===== config.mk =====
export PLATFORM = sky130hd
export DESIGN_NAME = readout_frame_unpacker
export DESIGN_NICKNAME = d
export VERILOG_FILES = /design/src/rtl/rfu_pkg.sv /design/src/rtl/readout_frame_unpacker.sv
export SDC_FILE = /design/constraint.sdc
export NUM_CORES = 1
export LEC_CHECK = 0
export BUFFER_PORTS_ARGS = -buffer_cell sky130_fd_sc_hd__buf_2
export CAP_MARGIN = 15
export CORE_MARGIN = 2
export CORE_UTILIZATION = 60
export CTS_CLUSTER_DIAMETER = 120
export DETAILED_ROUTE_END_ITERATION = 16
export PLACE_DENSITY = 0.82
export SLEW_MARGIN = 25
export SYNTH_ARGS = -nofsm -noshare
export SYNTH_HDL_FRONTEND = slang
export SYNTH_SLANG_ARGS = --single-unit
export TNS_END_PERCENT = 30

===== constraint.sdc =====
create_clock -name clk -period 31.2 [get_ports clk]
set_clock_uncertainty 0.05 [all_clocks]
set_input_delay 1.56 -clock clk [delete_from_list [all_inputs] [get_ports clk]]
set_output_delay 1.56 -clock clk [all_outputs]
set_load 0.02 [all_outputs]

===== src/rtl/rfu_pkg.sv =====
// ----------------------------------------------------------------------------
// Readout frame unpacker package
// Parse phases, field codes, marker constants and the result record that are
// shared by the unpacker files.
// ----------------------------------------------------------------------------
package rfu_pkg;

  // Parse phase of the frame walker.
  typedef enum logic [2:0] {
    PH_WAIT   = 3'd0,
    PH_ORB_LO = 3'd1,
    PH_ORB_HI = 3'd2,
    PH_BLOCK  = 3'd3,
    PH_OPT    = 3'd4,
    PH_CHAN   = 3'd5,
    PH_CRC    = 3'd6,
    PH_TRAIL  = 3'd7
  } phase_t;

  // Result status codes.
  localparam logic [2:0] ST_FRAME      = 3'd0;
  localparam logic [2:0] ST_UNK_FLAG   = 3'd1;
  localparam logic [2:0] ST_BAD_HEADER = 3'd2;
  localparam logic [2:0] ST_BAD_FORMAT = 3'd3;
  localparam logic [2:0] ST_ORBIT      = 3'd4;

  // Item kinds.
  localparam logic FUNC_HEADER  = 1'b0;
  localparam logic FUNC_PAYLOAD = 1'b1;

  // Configuration register indexes.
  localparam logic CFG_RAW_FLAG     = 1'b0;
  localparam logic CFG_CLUSTER_FLAG = 1'b1;

  localparam logic [7:0] RAW_FLAG_RESET     = 8'h90;
  localparam logic [7:0] CLUSTER_FLAG_RESET = 8'h80;

  // Frame header markers.
  localparam logic [3:0] HDR_BEGIN_MARK = 4'h5;
  localparam logic [3:0] HDR_LOW_MARK   = 4'h0;
  localparam logic [3:0] HDR_FORMAT     = 4'h2;

  // Payload word markers.
  localparam logic [15:0] PAD_WORD = 16'hFFFF;
  localparam logic [3:0]  NIB_BC   = 4'hA;
  localparam logic [3:0]  NIB_EC   = 4'hC;
  localparam logic [3:0]  NIB_ID   = 4'hE;

  // Optional word stage: how far the BC, EC, ID sequence has advanced.
  localparam logic [1:0] OPT_NONE    = 2'd0;
  localparam logic [1:0] OPT_AFTER_BC = 2'd1;
  localparam logic [1:0] OPT_AFTER_EC = 2'd2;
  localparam logic [1:0] OPT_AFTER_ID = 2'd3;

  // Presence bits.
  localparam int unsigned PRES_BC  = 0;
  localparam int unsigned PRES_EC  = 1;
  localparam int unsigned PRES_ID  = 2;
  localparam int unsigned PRES_CRC = 3;

  localparam int unsigned CHAN_SLOTS = 8;

  typedef struct packed {
    logic [2:0]  status;
    logic [11:0] source_id;
    logic [3:0]  link_group;
    logic [3:0]  link_fiber;
    logic [3:0]  presence;
    logic [15:0] bunch_word;
    logic [15:0] event_word;
    logic [15:0] chip_id_word;
    logic [15:0] crc_word;
    logic [63:0] channels_high;
    logic [63:0] channels_low;
    logic [31:0] orbit_counter;
  } res_t;

endpackage


===== src/rtl/readout_frame_unpacker.sv =====
// ----------------------------------------------------------------------------
// Readout frame unpacker
// Walks a detector readout frame one item at a time and emits one record per
// chip block, plus records for the orbit counter and for header faults.
// ----------------------------------------------------------------------------
// Output: each result is registered, in the output register or in the skid stage.
// Throughput: one item per cycle, since each item needs only a few compares and a
//   register update; the input stalls only while the output register and the skid
//   stage behind it both hold results.
// Reset: rst is synchronous and active high; it returns the parser to waiting for
//   a frame header, empties the output stages and restores both flag registers.
module readout_frame_unpacker
  import rfu_pkg::*;
#(
  parameter int unsigned CHANNEL_WORDS = 8
) (
  input  logic        clk,
  input  logic        rst,
  // Input channel.
  input  logic        in_valid,
  output logic        in_stall,
  input  logic        func,
  input  logic [63:0] word_value,
  // Configuration write channel.
  input  logic        cfg_valid,
  output logic        cfg_ready,
  input  logic        cfg_index,
  input  logic [7:0]  cfg_data,
  // Result channel.
  output logic        out_valid,
  input  logic        out_stall,
  output logic [2:0]  status,
  output logic [11:0] source_id,
  output logic [3:0]  link_group,
  output logic [3:0]  link_fiber,
  output logic [3:0]  presence,
  output logic [15:0] bunch_word,
  output logic [15:0] event_word,
  output logic [15:0] chip_id_word,
  output logic [15:0] crc_word,
  output logic [63:0] channels_high,
  output logic [63:0] channels_low,
  output logic [31:0] orbit_counter
);

  // The channel count is cast to four bits; CHANNEL_WORDS is not checked against
  // the eight channel slots, and a value above 15 is truncated.
  localparam logic [3:0] CHAN_LIMIT = 4'(CHANNEL_WORDS);

  // Flag registers.
  logic [7:0] raw_flag;
  logic [7:0] cluster_flag;

  // Parse state.
  phase_t      phase;
  phase_t      phase_next;
  logic [11:0] held_source_id;
  logic [3:0]  held_group;
  logic [3:0]  held_fiber;
  logic        raw_block;
  logic [3:0]  held_presence;
  logic [15:0] held_bc;
  logic [15:0] held_ec;
  logic [15:0] held_id;
  logic [15:0] held_crc;
  logic [15:0] channel_store [CHAN_SLOTS];
  logic [1:0]  opt_stage;
  logic [3:0]  chan_count;
  logic [15:0] orbit_low_half;

  // Output register and skid stage.
  res_t out_reg;
  res_t skid_reg;
  logic skid_valid;

  // Decoded item.
  logic        acc_in;
  logic [15:0] w;
  logic [3:0]  hdr_begin;
  logic [3:0]  hdr_low;
  logic [3:0]  hdr_format;
  logic [11:0] hdr_sid;
  logic        hdr_marks_ok;
  logic        hdr_ok;
  logic [3:0]  nib;
  logic        is_raw_flag;
  logic        is_cluster_flag;
  logic        opt_bc;
  logic        opt_ec;
  logic        opt_id;
  logic        opt_hit;
  logic [3:0]  chan_inc;
  logic        res_fire;
  res_t        res;
  logic        out_take;

  // A new item is held off only when both output stages are full, which is
  // the one case where a result it causes would have nowhere to go.
  assign in_stall  = skid_valid;
  assign acc_in    = in_valid && !in_stall;
  assign cfg_ready = 1'b1;

  assign w          = word_value[15:0];
  assign hdr_begin  = word_value[63:60];
  assign hdr_low    = word_value[3:0];
  assign hdr_format = word_value[7:4];
  assign hdr_sid    = word_value[19:8];

  assign hdr_marks_ok = (hdr_begin == HDR_BEGIN_MARK) && (hdr_low == HDR_LOW_MARK);
  assign hdr_ok       = hdr_marks_ok && (hdr_format == HDR_FORMAT);

  // Raw mode wins when both flag registers hold the same value.
  assign is_raw_flag     = (w[15:8] == raw_flag);
  assign is_cluster_flag = (w[15:8] == cluster_flag);

  // Optional words must come in the order BC, EC, ID; any may be missing.
  assign nib     = w[15:12];
  assign opt_bc  = (opt_stage == OPT_NONE) && (nib == NIB_BC);
  assign opt_ec  = (opt_stage <= OPT_AFTER_BC) && (nib == NIB_EC);
  assign opt_id  = (opt_stage <= OPT_AFTER_EC) && (nib == NIB_ID);
  assign opt_hit = opt_bc || opt_ec || opt_id;

  assign chan_inc = chan_count + 4'd1;

  // --------------------------------------------------------------------------
  // Configuration registers.
  // --------------------------------------------------------------------------
  always_ff @(posedge clk) begin
    if (rst) begin
      raw_flag     <= RAW_FLAG_RESET;
      cluster_flag <= CLUSTER_FLAG_RESET;
    end else if (cfg_valid && cfg_ready) begin
      unique case (cfg_index)
        CFG_RAW_FLAG:     raw_flag     <= cfg_data;
        CFG_CLUSTER_FLAG: cluster_flag <= cfg_data;
        default:          raw_flag     <= raw_flag;
      endcase
    end
  end

  // --------------------------------------------------------------------------
  // Next parse phase. A header item restarts parsing from any phase; a
  // payload word while waiting for a header is dropped.
  // --------------------------------------------------------------------------
  always_comb begin
    phase_next = phase;
    if (acc_in) begin
      if (func == FUNC_HEADER) begin
        phase_next = hdr_ok ? PH_ORB_LO : PH_WAIT;
      end else begin
        unique case (phase)
          PH_WAIT:   phase_next = PH_WAIT;
          PH_ORB_LO: phase_next = PH_ORB_HI;
          PH_ORB_HI: phase_next = PH_BLOCK;
          PH_BLOCK: begin
            if ((w != PAD_WORD) && (is_raw_flag || is_cluster_flag)) begin
              phase_next = PH_OPT;
            end
          end
          PH_OPT: begin
            priority if (opt_hit) begin
              phase_next = PH_OPT;
            end else if (raw_block) begin
              // The first non-optional word is channel zero.
              phase_next = (CHAN_LIMIT <= 4'd1) ? PH_CRC : PH_CHAN;
            end else begin
              // Cluster mode: this word is the trailer.
              phase_next = PH_BLOCK;
            end
          end
          PH_CHAN:  phase_next = (chan_inc >= CHAN_LIMIT) ? PH_CRC : PH_CHAN;
          PH_CRC:   phase_next = PH_TRAIL;
          PH_TRAIL: phase_next = PH_BLOCK;
          default:  phase_next = PH_WAIT;
        endcase
      end
    end
  end

  // --------------------------------------------------------------------------
  // Result formation. Fields that mean nothing for a given status are zero.
  // A block record is built wholly from held state: the word that closes the
  // block (trailer, or first plain word in cluster mode) carries nothing.
  // --------------------------------------------------------------------------
  always_comb begin
    res_fire = 1'b0;
    res      = '0;
    if (acc_in) begin
      if (func == FUNC_HEADER) begin
        if (!hdr_ok) begin
          res_fire      = 1'b1;
          res.status    = hdr_marks_ok ? ST_BAD_FORMAT : ST_BAD_HEADER;
          res.source_id = hdr_sid;
        end
      end else begin
        unique case (phase)
          PH_ORB_HI: begin
            res_fire          = 1'b1;
            res.status        = ST_ORBIT;
            res.source_id     = held_source_id;
            res.orbit_counter = {w, orbit_low_half};
          end
          PH_BLOCK: begin
            if ((w != PAD_WORD) && !is_raw_flag && !is_cluster_flag) begin
              res_fire      = 1'b1;
              res.status    = ST_UNK_FLAG;
              res.source_id = held_source_id;
            end
          end
          PH_OPT, PH_TRAIL: begin
            if ((phase == PH_TRAIL) || (!opt_hit && !raw_block)) begin
              res_fire          = 1'b1;
              res.status        = ST_FRAME;
              res.source_id     = held_source_id;
              res.link_group    = held_group;
              res.link_fiber    = held_fiber;
              res.presence      = held_presence;
              res.bunch_word    = held_bc;
              res.event_word    = held_ec;
              res.chip_id_word  = held_id;
              res.crc_word      = held_crc;
              res.channels_high = {channel_store[0], channel_store[1],
                                   channel_store[2], channel_store[3]};
              res.channels_low  = {channel_store[4], channel_store[5],
                                   channel_store[6], channel_store[7]};
            end
          end
          default: res_fire = 1'b0;
        endcase
      end
    end
  end

  // --------------------------------------------------------------------------
  // Parse state registers.
  // --------------------------------------------------------------------------
  always_ff @(posedge clk) begin
    if (rst) begin
      phase <= PH_WAIT;
    end else begin
      phase <= phase_next;
    end
  end

  // Held frame and block data. These are always written before they are
  // read, so they take no reset.
  always_ff @(posedge clk) begin
    if (acc_in) begin
      if (func == FUNC_HEADER) begin
        if (hdr_ok) begin
          held_source_id <= hdr_sid;
        end
      end else begin
        unique case (phase)
          PH_ORB_LO: orbit_low_half <= w;
          PH_BLOCK: begin
            if ((w != PAD_WORD) && (is_raw_flag || is_cluster_flag)) begin
              // Open a new block with all optional and channel data cleared.
              raw_block     <= is_raw_flag;
              held_group    <= w[7:4];
              held_fiber    <= w[3:0];
              held_presence <= '0;
              held_bc       <= '0;
              held_ec       <= '0;
              held_id       <= '0;
              held_crc      <= '0;
              opt_stage     <= OPT_NONE;
              chan_count    <= '0;
              for (int i = 0; i < CHAN_SLOTS; i++) begin
                channel_store[i] <= '0;
              end
            end
          end
          PH_OPT: begin
            priority if (opt_bc) begin
              held_bc                <= w;
              held_presence[PRES_BC] <= 1'b1;
              opt_stage              <= OPT_AFTER_BC;
            end else if (opt_ec) begin
              held_ec                <= w;
              held_presence[PRES_EC] <= 1'b1;
              opt_stage              <= OPT_AFTER_EC;
            end else if (opt_id) begin
              held_id                <= w;
              held_presence[PRES_ID] <= 1'b1;
              opt_stage              <= OPT_AFTER_ID;
            end else if (raw_block) begin
              channel_store[0] <= w;
              chan_count       <= 4'd1;
            end else begin
              // Cluster mode trailer: the block record leaves from held state.
              held_crc <= held_crc;
            end
          end
          PH_CHAN: begin
            channel_store[chan_count[2:0]] <= w;
            chan_count                     <= chan_inc;
          end
          PH_CRC: begin
            held_crc                <= w;
            held_presence[PRES_CRC] <= 1'b1;
          end
          default: held_crc <= held_crc;
        endcase
      end
    end
  end

  // --------------------------------------------------------------------------
  // Output register with a skid stage behind it. A result goes straight to
  // the output register when that register is free or being taken; otherwise
  // it parks in the skid stage, which then holds off further items.
  // --------------------------------------------------------------------------
  assign out_take = out_valid && !out_stall;

  always_ff @(posedge clk) begin
    if (rst) begin
      out_valid  <= 1'b0;
      skid_valid <= 1'b0;
    end else begin
      if (out_take || !out_valid) begin
        out_valid  <= skid_valid || res_fire;
        skid_valid <= 1'b0;
      end else if (res_fire) begin
        skid_valid <= 1'b1;
      end
    end
  end

  always_ff @(posedge clk) begin
    if (out_take || !out_valid) begin
      if (skid_valid) begin
        out_reg <= skid_reg;
      end else if (res_fire) begin
        out_reg <= res;
      end
    end else if (res_fire) begin
      skid_reg <= res;
    end
  end

  assign status        = out_reg.status;
  assign source_id     = out_reg.source_id;
  assign link_group    = out_reg.link_group;
  assign link_fiber    = out_reg.link_fiber;
  assign presence      = out_reg.presence;
  assign bunch_word    = out_reg.bunch_word;
  assign event_word    = out_reg.event_word;
  assign chip_id_word  = out_reg.chip_id_word;
  assign crc_word      = out_reg.crc_word;
  assign channels_high = out_reg.channels_high;
  assign channels_low  = out_reg.channels_low;
  assign orbit_counter = out_reg.orbit_counter;

  // --------------------------------------------------------------------------
  // Assertions.
  // --------------------------------------------------------------------------

  // The skid stage fills only behind a full output register.
  a_skid_behind_out: assert property (@(posedge clk) disable iff (rst)
    skid_valid |-> out_valid)
    else $error("skid stage holds a result while the output register is empty");

  // A result is never formed while both output stages are full.
  a_no_lost_result: assert property (@(posedge clk) disable iff (rst)
    res_fire |-> !skid_valid)
    else $error("result formed with no room in the output stages");

  // While channel words are collected the count stays inside the block.
  a_chan_range: assert property (@(posedge clk) disable iff (rst)
    (phase == PH_CHAN) |-> ((chan_count >= 4'd1) && (chan_count < CHAN_LIMIT)))
    else $error("channel count out of range in channel phase");

  // The channel and CRC phases are entered only for a raw mode block.
  a_crc_raw_only: assert property (@(posedge clk) disable iff (rst)
    (phase == PH_CRC || phase == PH_CHAN) |-> raw_block)
    else $error("channel or CRC phase entered in cluster mode");

endmodule

* Word-level counts from Yosys, hierarchy flattened *
Memories as Yosys holds them, arrays and structs flattened.
Cells that the tools add are included.

storage, ports and cells
  register bits after elaboration = 634
  bits in writable memories = 128
  input bits = 79
  output and inout port bits = 254
  logic and storage cells = 202
  memories = 1

cells by class
  $add $sub $neg = 1
  magnitude comparators = 3
  equality and inequality tests = 25
  multiplexer cells = 75
  bitwise gates (word level) = 4
  reduce and logical (&&, ||, !) cells = 49

memory list
  memory         depth  bits a word  read ports  clocked after memory_dff  wr ports  line                          RTL
  channel_store  8      16           8           0                         8         readout_frame_unpacker.sv:66  logic [15:0] channel_store [CHAN_SLOTS];

operator list
  operator                                count
  251-bit 2-to-1 mux                      3
  236-bit 2-to-1 mux                      1
  216-bit 2-to-1 mux                      1
  204-bit 2-to-1 mux                      1
  16-bit 2-to-1 mux                       9
  16-bit case mux with 2 select lines     4
  15-bit case mux with 3 select lines     1
  32-bit 2-to-1 mux                       1
  1-bit 2-to-1 mux                        29
  3-bit case mux with 7 select lines      1
  4-bit 2-to-1 mux                        5
  8-bit == test                           2
  16-bit != test (second input constant)  1
  2-bit != test (second input constant)   8
  16-bit OR reduction                     1
  15-bit 2-to-1 mux                       1
  3-bit 2-to-1 mux                        5
  14-bit 2-to-1 mux                       1
  13-bit 2-to-1 mux                       1
  3-bit == test (second input constant)   4
  4-bit == test (second input constant)   3
  2-bit 2-to-1 mux                        6
  4-bit case mux with 3 select lines      1
  1-bit logical AND                       11
  other kinds (31)                        56

* Depth between registers and ports, before layout *
Gate-level depths: netlist (run 1).

  depth after elaboration = 13
  mapped depth = 9
  gate-level depth less buffers = 6

* Worst setup path after synthesis (run 1) *
No wires, ideal clock.

  path type = input-to-reg
  start = input word_value[13]
  end = register out_reg (netlist bit bunch_word[0]) (enable)
  setup time = 1.247 ns
  arrival = 20.648 ns
  data required time = 29.903 ns
  setup slack = 9.254 ns
  stages = 7
  buffers on the path = 1
  path through = buf_2 -> xnor2_1 -> nand4_1 -> o22ai_1 -> or4b_1 -> and3_1 -> a21boi_0

between the ends
  word-level cells in the longest chain between the ends = 13
  elaborated cells between the ends (all ways) = 25
  classes of those cells = eq/ne: 6; mux: 5; reduce/logical: 14

ends and longest elaborated chain
  element                                      line                                                          RTL
  start, declared                              readout_frame_unpacker.sv:23                                  input logic [63:0] word_value,
  4-bit == test, on equally long branches      readout_frame_unpacker.sv:118, readout_frame_unpacker.sv:119
  1-bit logical AND, on equally long branches  readout_frame_unpacker.sv:118, readout_frame_unpacker.sv:119
  1-bit logical OR (2 in series)               readout_frame_unpacker.sv:121                                 assign opt_hit = opt_bc || opt_ec || opt_id;
  1-bit logical NOT                            readout_frame_unpacker.sv:211                                 if ((phase == PH_TRAIL) || (!opt_hit && !raw_block)) begin
  1-bit logical AND                            readout_frame_unpacker.sv:211
  1-bit logical OR                             readout_frame_unpacker.sv:211
  1-bit 2-to-1 mux                             readout_frame_unpacker.sv:211
  1-bit case mux with 3 select lines *         readout_frame_unpacker.sv:196                                 unique case (phase)
  1-bit 2-to-1 mux *                           readout_frame_unpacker.sv:189                                 if (func == FUNC_HEADER) begin
  1-bit 2-to-1 mux *                           readout_frame_unpacker.sv:188                                 if (acc_in) begin
  2-bit nonzero test (no line) *               --
  2-bit AND reduction (no line) *              --
  end signal, assigned                         readout_frame_unpacker.sv:333                                 out_reg <= skid_reg;
  end signal, assigned                         readout_frame_unpacker.sv:335                                 out_reg <= res;
  end, declared                                readout_frame_unpacker.sv:72                                  res_t out_reg;

Mark *: on every way between the ends. The rest lies on a longest branch, timed or not.
A chain may end at the register's enable or synchronous reset.

* Worst setup path after layout (run 1) *
  start = input word_value[14]
  end = register skid_reg[120] (netlist name) (enable)

between the ends
  word-level cells in the longest chain between the ends = 12
  elaborated cells between the ends (all ways) = 24
  classes of those cells = eq/ne: 6; mux: 5; reduce/logical: 13

ends and longest elaborated chain
  element                                      line                                                          RTL
  4-bit == test, on equally long branches      readout_frame_unpacker.sv:118, readout_frame_unpacker.sv:119
  1-bit logical AND, on equally long branches  readout_frame_unpacker.sv:118, readout_frame_unpacker.sv:119
  1-bit logical OR (2 in series)               readout_frame_unpacker.sv:121
  1-bit logical NOT                            readout_frame_unpacker.sv:211
  1-bit logical AND                            readout_frame_unpacker.sv:211
  1-bit logical OR                             readout_frame_unpacker.sv:211
  1-bit 2-to-1 mux                             readout_frame_unpacker.sv:211
  1-bit case mux with 3 select lines *         readout_frame_unpacker.sv:196
  1-bit 2-to-1 mux *                           readout_frame_unpacker.sv:189
  1-bit 2-to-1 mux *                           readout_frame_unpacker.sv:188
  2-bit AND reduction (no line) *              --
  end signal, assigned                         readout_frame_unpacker.sv:338                                 skid_reg <= res;
  end, declared                                readout_frame_unpacker.sv:73                                  res_t skid_reg;

Marks and branches as above.

==> results.sh, run 1 <==
export IMPL_outcome="finished, final reports clean"
export IMPL_num_io_pins=333
export IMPL_place_area_um2=30900
export IMPL_busiest_layer="met2"
export IMPL_cts_setup_buffers=0
export IMPL_cts_tree="yes"
export IMPL_drt_iter0_markers=1452
export IMPL_synth_edf_count=741
export IMPL_critPathSlowestCell="buf_4"
export IMPL_cts_resized=0
export IMPL_syn_inst=1734
export IMPL_critPathKind="primary input to flop"
export IMPL_grtUsageTotal=0.246
export IMPL_crit_required_ps=31360
export IMPL_cpMostUsedCell="buf_4"
export IMPL_numCtsBuffers=74
export IMPL_fin_crit_sh=0.186
export IMPL_drtPass1Iterations=6
export IMPL_yosys_area_share_simple=0.111
export IMPL_synth_top_area_cell="edfxtp_1"
export IMPL_muxShareOfSynthArea=0.000390
export IMPL_dieArea_um2=49900
export IMPL_synth_ff_type="edfxtp_1"
export IMPL_die_w_um=223
export IMPL_clock_sinks=762
export IMPL_synthXorXnorAreaFrac=0.00546
export IMPL_synth_area_leaders="edfxtp_1 (77%), and2_1 (7.8%), a21o_1 (6.5%), dfxtp_1 (1.5%), clkbuf_1 (1.0%)"
export IMPL_slew_headroom=0.298
export IMPL_worstPathCellList="buf_2 > xnor2_1 > nand4_1 > o22ai_1 > or4b_1 > nand3_2 > o21ba_4 > buf_12 > buf_4 > buf_4"
export IMPL_routed_wl_mm=61.5
export IMPL_synth_area_um2=28900
export IMPL_grt_max_degree=229
export IMPL_grt_overflow_total=0
export IMPL_synth_compound_area_frac=0.0808
export IMPL_path_max_fanout=66
export IMPL_setup_tns_final_ps=0
export IMPL_finalWorstSetupSlack_ps=25400
export IMPL_crit_buf_inv=4
export IMPL_grt_pass1_wl_mm=91.4
export IMPL_clockBufferDepth=3
export IMPL_port_buffers=291
export IMPL_synthArstFlopShare=0
export IMPL_grt_pass1_vias=15400
export IMPL_gp_congestion=0.796
export IMPL_drive_gt1_frac=0.213
export IMPL_via_per_inst=5.78
export IMPL_grtUsageMet2=0.411
export IMPL_largest_reg_flops=251
export IMPL_wire_per_inst_um=22.8
export IMPL_cpPeakStageDelay_ps=770
export IMPL_ant_nets=0
export IMPL_num_rows=80
export IMPL_synth_top_area_frac=0.771
export IMPL_synth_nets=1814
export IMPL_via_count=15600
export IMPL_leakage_uw=0.0146
export IMPL_stdcell_count=2694
export IMPL_area_growth_pct=15.4
export IMPL_dp_hpwl_mm=34.9
export IMPL_synth_adder_area_share=0.000434
export IMPL_die_y_um=223
export IMPL_place_inst=2554
export IMPL_min_period_ps=5800
export IMPL_hold_path_class="flop to flop"
export IMPL_vdd_drop_max_uv=44.1
export IMPL_finalHoldViolCount=0
export IMPL_synth_seq_area_share=0.786
export IMPL_grt_use_met3=0.0493
export IMPL_clockRootBuffer="clkbuf_16"
export IMPL_rsz0062_at_grt="false"
export IMPL_layout_nets=2098
export IMPL_place_ws_ps=24580
export IMPL_ys_warn_count=0
export IMPL_finalSetupViolations=0
export IMPL_avgSynthCellArea_um2=16.6
export IMPL_drcViolationCount=0
export IMPL_powerDensity_nw_per_um2=62.0
export IMPL_holdCritStartpoint="raw_flag[0]"
export IMPL_clock_fmax_mhz=173
export IMPL_start_util=0.606
export IMPL_start_kind="primary input"
export IMPL_synth_top_family_by_area="simple AND/OR/NAND/NOR gates"
export IMPL_synth_most_common_cell="edfxtp_1"
export IMPL_insertion_delay_ps=600
export IMPL_core_area_um2=47600
export IMPL_cts_hold_buf=0
export IMPL_ys_ff_latch=762
export IMPL_maxCapViolations=0
export IMPL_tightestPinTransition_ps=1050
export IMPL_arrival_ps=5960
export IMPL_drv_slew=0
export IMPL_netlist_top_cells_count="edfxtp_1 (741), and2_1 (362), a21o_1 (250)"
export IMPL_worstReg2RegStart="phase[1]"
export IMPL_critical_path_top_delay_family="buffers and inverters"
export IMPL_synth_distinct_cells=56
export IMPL_clkTransAtPathRegs_ps=60
export IMPL_fin_area_um2=33300
export IMPL_startpoint="word_value[14]"
export IMPL_gr_usage_met1=0.320
export IMPL_antenna_found_initial=7
export IMPL_critPathCaptureType="flop"
export IMPL_htreeDepth=3
[power by group]
group / total (µW) / internal [µW] / switching, µW
sequential: 1140 / 1130 / 6.04
clock: 859 / 493 / 366
combinational: 70.1 / 17.4 / 52.7
[metrics by stage]
| step | util | hold WS (ps) | total power, µW |
|---|---|---|---|
| finish | 0.699 | 419 | 2060 |
| global route | 0.699 | 432 | 2120 |
| CTS | 0.696 | 420 | 2080 |
| detailed placement | 0.648 | 412 | 1230 |
| global placement | 0.648 | 406 | 1230 |
| floorplan | - | 399 | 1210 |
[tightest hold or removal path: stages, from the launching register on]
cell and delay (ps):
dfxtp_1 310, nand2_1 60, a21oi_1 50
[cells by family after synthesis]
group / count (synthesis)
flip-flops: 762
AND/OR/NAND/NOR: 530
AO/OA/AOI/OAI: 313
buffers and inverters: 108
XOR/XNOR: 18
adder cells (fa/ha/maj): 1
other: 1
multiplexers: 1
[cell usage in the layout, fill, tap and decap left out, types with 6 or more instances in the layout]
cell type  count
and2_1       362
nand3_1       11
and3_1        34
nand2_1       37
nand2b_1       6
clkbuf_1      18
xnor2_1       17
buf_2        291
edfxtp_1     741
a221o_1       13
clkbuf_16     78
clkinv_1      18
nor2_1        22
nor2b_1        9
dfxtp_1       19
inv_1          6
clkinv_2       8
nor2b_2        9
a21o_1       250
a21oi_1       24
buf_4         13
nand4_1        8
[path summary, 6_finish.rpt]
path                                      end  depth (start not counted)  slack, ps
worst max register to register  skid_reg[120]                          9      26110
worst max-delay path            skid_reg[120]                         10      25400
worst min-delay path              raw_flag[0]                          2        420
worst min register to register    raw_flag[0]                          2        420
[metal layers]
metal / share of wire / vias up
li1: - / 7009
met1: 0.39 / 7775
met2: 0.50 / 664
met3: 0.073 / 124
met4: 0.033 / 0
met5: 0 / -
[area by class of cell]
cell class	count	area (µm²)
timing repair buffer	310	1680
tap	615	769
multi-input combinational	864	5810
clock buffer	97	2030
sequential	762	22700
antenna	4	10.0
clock inverter	36	285
inverter	6	22.5
fill	2972	14400
Power figures use the tool's default switching activity.
==> run 2: changes to the inputs <==
--- a/config.mk
+++ b/config.mk
@@ -8,10 +8,10 @@
 export BUFFER_PORTS_ARGS = -buffer_cell sky130_fd_sc_hd__buf_2
 export CAP_MARGIN = 15
 export CORE_MARGIN = 2
-export CORE_UTILIZATION = 60
+export CORE_UTILIZATION = 58
 export CTS_CLUSTER_DIAMETER = 120
 export DETAILED_ROUTE_END_ITERATION = 16
-export PLACE_DENSITY = 0.82
+export PLACE_DENSITY = 0.79
 export SLEW_MARGIN = 25
 export SYNTH_ARGS = -nofsm -noshare
 export SYNTH_HDL_FRONTEND = slang
==> constraint.sdc (replaced) <==
create_clock -name clk -period 5.4 [get_ports clk]
set_clock_uncertainty 0.05 [all_clocks]
set_input_delay 0.27 -clock clk [delete_from_list [all_inputs] [get_ports clk]]
set_output_delay 0.27 -clock clk [all_outputs]
set_load 0.02 [all_outputs]
==> run 2 against run 1 <==
Compared with the run above: sequential power rose to 5.8 times the previous value; global-route usage fell by 0.85 points; critical path type is now flop to flop; flip-flop and latch count unchanged; largest power group unchanged; first-iteration DRC count grew 3.3%; hold slack got worse by 370 ps; critical path depth down 3; combinational power increased to 5.8 times the previous value; clock-buffer cell count is 10 lower; non-clock buffer count grew 21; sequential share of layout area is 1.1 points lower; clock power grew to 6.4 times the previous value.
==> results.sh, run 2 (synthesized netlist as in run 1, its figures left out) <==
export IMPL_power_frac_clock=0.440
export IMPL_clkTransAtPathRegs_ps=60
export IMPL_slew_headroom=0.291
export IMPL_power_frac_comb=0.033
export IMPL_arrival_ps=4100
export IMPL_num_rows=81
export IMPL_die_w_um=227
export IMPL_start_util=0.588
export IMPL_antenna_found_initial=4
export IMPL_powerDensity_nw_per_um2=368
export IMPL_maxCapViolations=0
export IMPL_grt_max_degree=128
export IMPL_r2r_end="skid_reg[64]"
export IMPL_clock_fmax_mhz=258
export IMPL_min_period_ps=3880
export IMPL_startpoint="in_stall"
export IMPL_grt_overflow_total=0
export IMPL_insertion_delay_ps=610
export IMPL_die_y_um=227
export IMPL_numCtsBuffers=73
export IMPL_outcome="finished, final reports clean"
export IMPL_path_max_fanout=82
export IMPL_leakage_uw=0.0148
export IMPL_wire_per_inst_um=22.1
export IMPL_rsz0062_at_grt="false"
export IMPL_crit_required_ps=5620
export IMPL_nFillCells=3111
export IMPL_drcViolationCount=0
export IMPL_finalSetupViolations=0
export IMPL_grt_pass1_wl_mm=90.6
export IMPL_layout_nets=2118
export IMPL_fin_util=0.690
export IMPL_grt_pass1_vias=15400
export IMPL_cts_resized=0
export IMPL_fin_area_um2=33800
export IMPL_r2r_cells=7
export IMPL_clockRootBuffer="clkbuf_16"
export IMPL_total_power_uw=12400
export IMPL_drv_slew=0
export IMPL_cts_tree="yes"
export IMPL_critPathKind="flop to flop"
export IMPL_seqPwrFrac=0.527
export IMPL_num_io_pins=333
export IMPL_setup_tns_final_ps=0
export IMPL_fin_crit_sh=0.718
export IMPL_clockBufferDepth=3
export IMPL_swShare=0.198
export IMPL_largest_reg_flops=251
export IMPL_critPathCaptureType="flop"
export IMPL_drive_gt1_frac=0.221
export IMPL_worstReg2RegStart="in_stall"
export IMPL_tightestPinTransition_ps=1060
export IMPL_via_count=15700
export IMPL_start_kind="flop"
export IMPL_vdd_drop_max_uv=226
export IMPL_drt_iter0_markers=1500
export IMPL_p_int_uw=9980
export IMPL_layout_commonest_cell="edfxtp_1"
export IMPL_whs_ps=45.9
export IMPL_r2r_slack_ps=1520
export IMPL_gp_congestion=0.807
export IMPL_cp_endpoint="skid_reg[64]"
export IMPL_clock_sinks=762
export IMPL_hold_path_class="primary input to flop"
export IMPL_htreeDepth=3
export IMPL_finalHoldViolCount=0
export IMPL_final_cell_mix="edfxtp_1 (741), and2_1 (362), buf_2 (291)"
export IMPL_via_per_inst=5.66
export IMPL_dieArea_um2=51500
export IMPL_drtPass1Iterations=6
export IMPL_grtUsageTotal=0.237
export IMPL_core_area_um2=49100
export IMPL_dp_hpwl_mm=36.2
export IMPL_port_buffers=291
export IMPL_power_switching_uw=2460
export IMPL_routed_wl_mm=61.2
export IMPL_place_area_um2=31000
export IMPL_area_growth_pct=17.3
export IMPL_ant_nets=0
## run 2: changes by cell type in the layout (fill, tap and decap cells not counted), moves of 2 or more
cell / delta
clkbuf_1: -12
buf_4: +3
dlygate4sd3_1: +16
clkinv_2: +3
bufinv_16: +10
clkinv_4: -2
buf_16: -2
buf_12: +4
## run 2: how the worst min path moves through the flow
stage | depth (start not counted) | slack [ps] | end | from
2_1_floorplan | 0 | 320 | held_fiber[0] | word_value[0]
3_3_place_gp | 2 | 410 | cluster_flag[4] | cluster_flag[4]
3_5_place_dp | 1 | 410 | held_source_id[10] | word_value[18]
4_1_cts | 2 | 10 | cluster_flag[1] | rst
5_1_grt | 3 | 60 | phase[1] | func
6_report | 4 | 50 | in_stall | out_stall
## run 2: critical path, cell delays in order (launching register included)
cell,delay (ps)
dfxtp_4,560
nand2b_4,310
nor2_1,430
nand4b_1,270
o22a_1,290
nand3_2,420
o21ba_4,750
buf_4,440
## run 2: area by class of cell
cell class,count,area (µm²),share of cell area
clock buffers,87,2030,0.0599
clock inverters,48,578,0.0171
diodes,3,7.51,0.000222
multi-input cells,864,5820,0.172
well taps,664,831,0.0245
inverters,6,22.5,0.000665
repair buffers,331,1890,0.0558
flip-flops and latches,762,22700,0.670
## run 2: stage by stage
stage	std cells	setup slack, ps
2_1_floorplan	1734	-776
3_3_place_gp	2610	1610
3_5_place_dp	2610	1460
4_1_cts	2761	1470
5_1_grt	2763	1220
6_report	2765	1520
## run 2: power by group through the flow
stage / Sequential, µW / Combinational, µW / Clock [µW]
finish: 6560 / 408 / 5470
CTS: 6570 / 410 / 5540
global route: 6570 / 430 / 5750
global placement: 6690 / 392 / 0
detailed placement: 6690 / 400 / 0
floorplan: 6810 / 116 / 0
## run 2: layer usage
layer | routed length (µm) | up-vias | GRT usage
li1 | - | 7045 | -
met1 | 24600 | 7795 | 0.317
met2 | 30600 | 694 | 0.394
met3 | 3990 | 122 | 0.0387
met4 | 2000 | 2 | 0.0987
met5 | 14 | - | 0
## run 2: what timing repair did
item                      4_1_cts  5_1_grt
hold buffers                   16        0
setup buffers                   0        0
hold endpoints to repair       25        0
==> run 3: changes to the inputs <==
==> constraint.sdc (replaced) <==
create_clock -name clk -period 3.64 [get_ports clk]
set_clock_uncertainty 0.05 [all_clocks]
set_input_delay 0.182 -clock clk [delete_from_list [all_inputs] [get_ports clk]]
set_output_delay 0.182 -clock clk [all_outputs]
set_load 0.02 [all_outputs]
==> run 3 against run 2 <==
Compared with the run above: flip-flop and latch count unchanged; sequential share of layout area down 0.12 points; final cell count up 0.83%; final area up 0.18%; combinational power up 55%; die area unchanged; total power up 44%; largest power group unchanged.
==> results.sh, run 3 (synthesized netlist as in run 1, its figures left out) <==
export IMPL_outcome="finished, final reports clean"
export IMPL_num_rows=81
export IMPL_clock_sinks=762
export IMPL_hold_path_class="primary input to flop"
export IMPL_cp_endpoint="channels_high[12]"
export IMPL_layout_nets=2148
export IMPL_slew_headroom=0.352
export IMPL_core_area_um2=49100
export IMPL_insertion_delay_ps=620
export IMPL_vdd_drop_max_uv=339
export IMPL_cpMostUsedCell="buf_12"
export IMPL_clkTransAtPathRegs_ps=60
export IMPL_grt_overflow_total=0
export IMPL_num_antenna_cells=0
export IMPL_grt_max_degree=254
export IMPL_ant_nets=0
export IMPL_fin_util=0.691
export IMPL_total_power_uw=18000
export IMPL_grtUsageTotal=0.241
export IMPL_fin_area_um2=33900
export IMPL_place_area_um2=31200
export IMPL_largest_reg_flops=251
export IMPL_htreeDepth=3
export IMPL_leakage_uw=0.0149
export IMPL_critPathCaptureType="flop"
export IMPL_drcViolationCount=0
export IMPL_r2r_cells=7
export IMPL_clockBufferDepth=3
export IMPL_setup_tns_final_ps=0
export IMPL_grt_pass1_wl_mm=91.7
export IMPL_via_per_inst=5.66
export IMPL_crit_required_ps=3860
export IMPL_critical_path_top_delay_family="simple AND/OR/NAND/NOR gates"
export IMPL_finalHoldViolCount=0
export IMPL_port_buffers=291
export IMPL_min_period_ps=3030
export IMPL_die_y_um=227
export IMPL_worstPathCellList="nand2_1 > or2_1 > or4b_4 > and3_4 > a21boi_4 > buf_12 > buf_12"
export IMPL_powerDensity_nw_per_um2=530
export IMPL_drive_gt1_frac=0.220
export IMPL_path_depth=7
export IMPL_num_io_pins=333
export IMPL_dieArea_um2=51500
export IMPL_startpoint="phase[1]"
export IMPL_clock_fmax_mhz=330
export IMPL_finalSetupViolations=0
export IMPL_cts_tree="yes"
export IMPL_fin_crit_sh=0.833
export IMPL_arrival_ps=3260
export IMPL_r2r_slack_ps=610
export IMPL_worstReg2RegStart="phase[1]"
export IMPL_area_growth_pct=17.5
export IMPL_critPathSlowestCell="or4b_4"
export IMPL_clockRootBuffer="clkbuf_16"
export IMPL_cts_setup_buffers=0
export IMPL_dp_hpwl_mm=36.5
export IMPL_place_inst=2626
export IMPL_stdcell_count=2788
export IMPL_critPathKind="flop to flop"
export IMPL_crit_buf_inv=2
export IMPL_die_w_um=227
export IMPL_drv_slew=0
export IMPL_layout_commonest_cell="edfxtp_1"
export IMPL_drtPass1Iterations=8
export IMPL_grt_pass1_vias=15600
export IMPL_drt_iter0_markers=1491
export IMPL_gp_congestion=0.828
export IMPL_rsz0062_at_grt="false"
export IMPL_path_max_fanout=57
export IMPL_start_kind="flop"
export IMPL_wire_per_inst_um=22.2
export IMPL_r2r_end="channels_high[12]"
export IMPL_start_util=0.588
export IMPL_tightestPinTransition_ps=968
export IMPL_via_count=15800
export IMPL_antenna_found_initial=5
export IMPL_final_cell_mix="edfxtp_1 (741), and2_1 (362), buf_2 (291)"
export IMPL_numCtsBuffers=75
export IMPL_routed_wl_mm=61.9
export IMPL_nFillCells=3127
export IMPL_cpPeakStageDelay_ps=580
export IMPL_maxCapViolations=0
==> run 3: cell count changes in the layout (fill, tap and decap cells not counted), moves of 2 or more <==
| cell | previous run | this run |
|---|---|---|
| bufinv_16 | 14 | 7 |
| buf_4 | 16 | 30 |
| clkinv_1 | 19 | 15 |
| dlygate4sd3_1 | 16 | 28 |
| clkbuf_8 | 2 | 0 |
| buf_12 | 7 | 9 |
| clkbuf_1 | 6 | 18 |
| clkinv_2 | 11 | 7 |
| clkinv_4 | 0 | 2 |
| diode_2 | 3 | 0 |
==> run 3: where the power goes <==
group / switching [µW] / internal [µW]
combinational: 451 / 181
clock: 3160 / 4460
sequential: 49.8 / 9680
==> run 3: timing repair <==
| action | in CTS | in global routing |
|---|---|---|
| endpoints found under the hold margin | 41 | 0 |
| resized for setup | 0 | 0 |
| hold buffers | 28 | 0 |
==> run 3: stage by stage <==
stage | worst slack, ps | hold WS, ps
finish | 607 | 44.6
floorplan | -2540 | 231
CTS | 644 | 15.8
detailed placement | 576 | 324
global route | 478 | 26.6
global placement | 598 | 321
==> run 3: how the worst min path moves through the flow <==
stage | start | endpoint | depth (start not counted)
floorplan | word_value[0] | held_fiber[0] | 0
global placement | word_value[16] | held_source_id[8] | 1
detailed placement | word_value[16] | held_source_id[8] | 1
CTS | word_value[6] | orbit_low_half[6] | 1
global route | word_value[6] | held_group[2] | 1
finish | word_value[6] | orbit_low_half[6] | 1
==> run 3: routing by layer <==
layer	wire, µm	track usage	part of all wire	vias to the layer above
met3	3520	0.0382	0.057	132
li1	-	-	-	7095
met1	25200	0.317	0.41	7956
met4	2170	0.108	0.035	0
met5	0	0	0	-
met2	31100	0.401	0.50	598
==> run 3: area by class of cell <==
cell class	count	area, µm²	area share
clock inverter	36	358	0.0106
multi-input combinational	864	5800	0.171
sequential	762	22700	0.669
inverter	6	22.5	0.000664
tap	664	831	0.0245
clock buffer	97	2040	0.0603
timing repair buffer	359	2170	0.0640
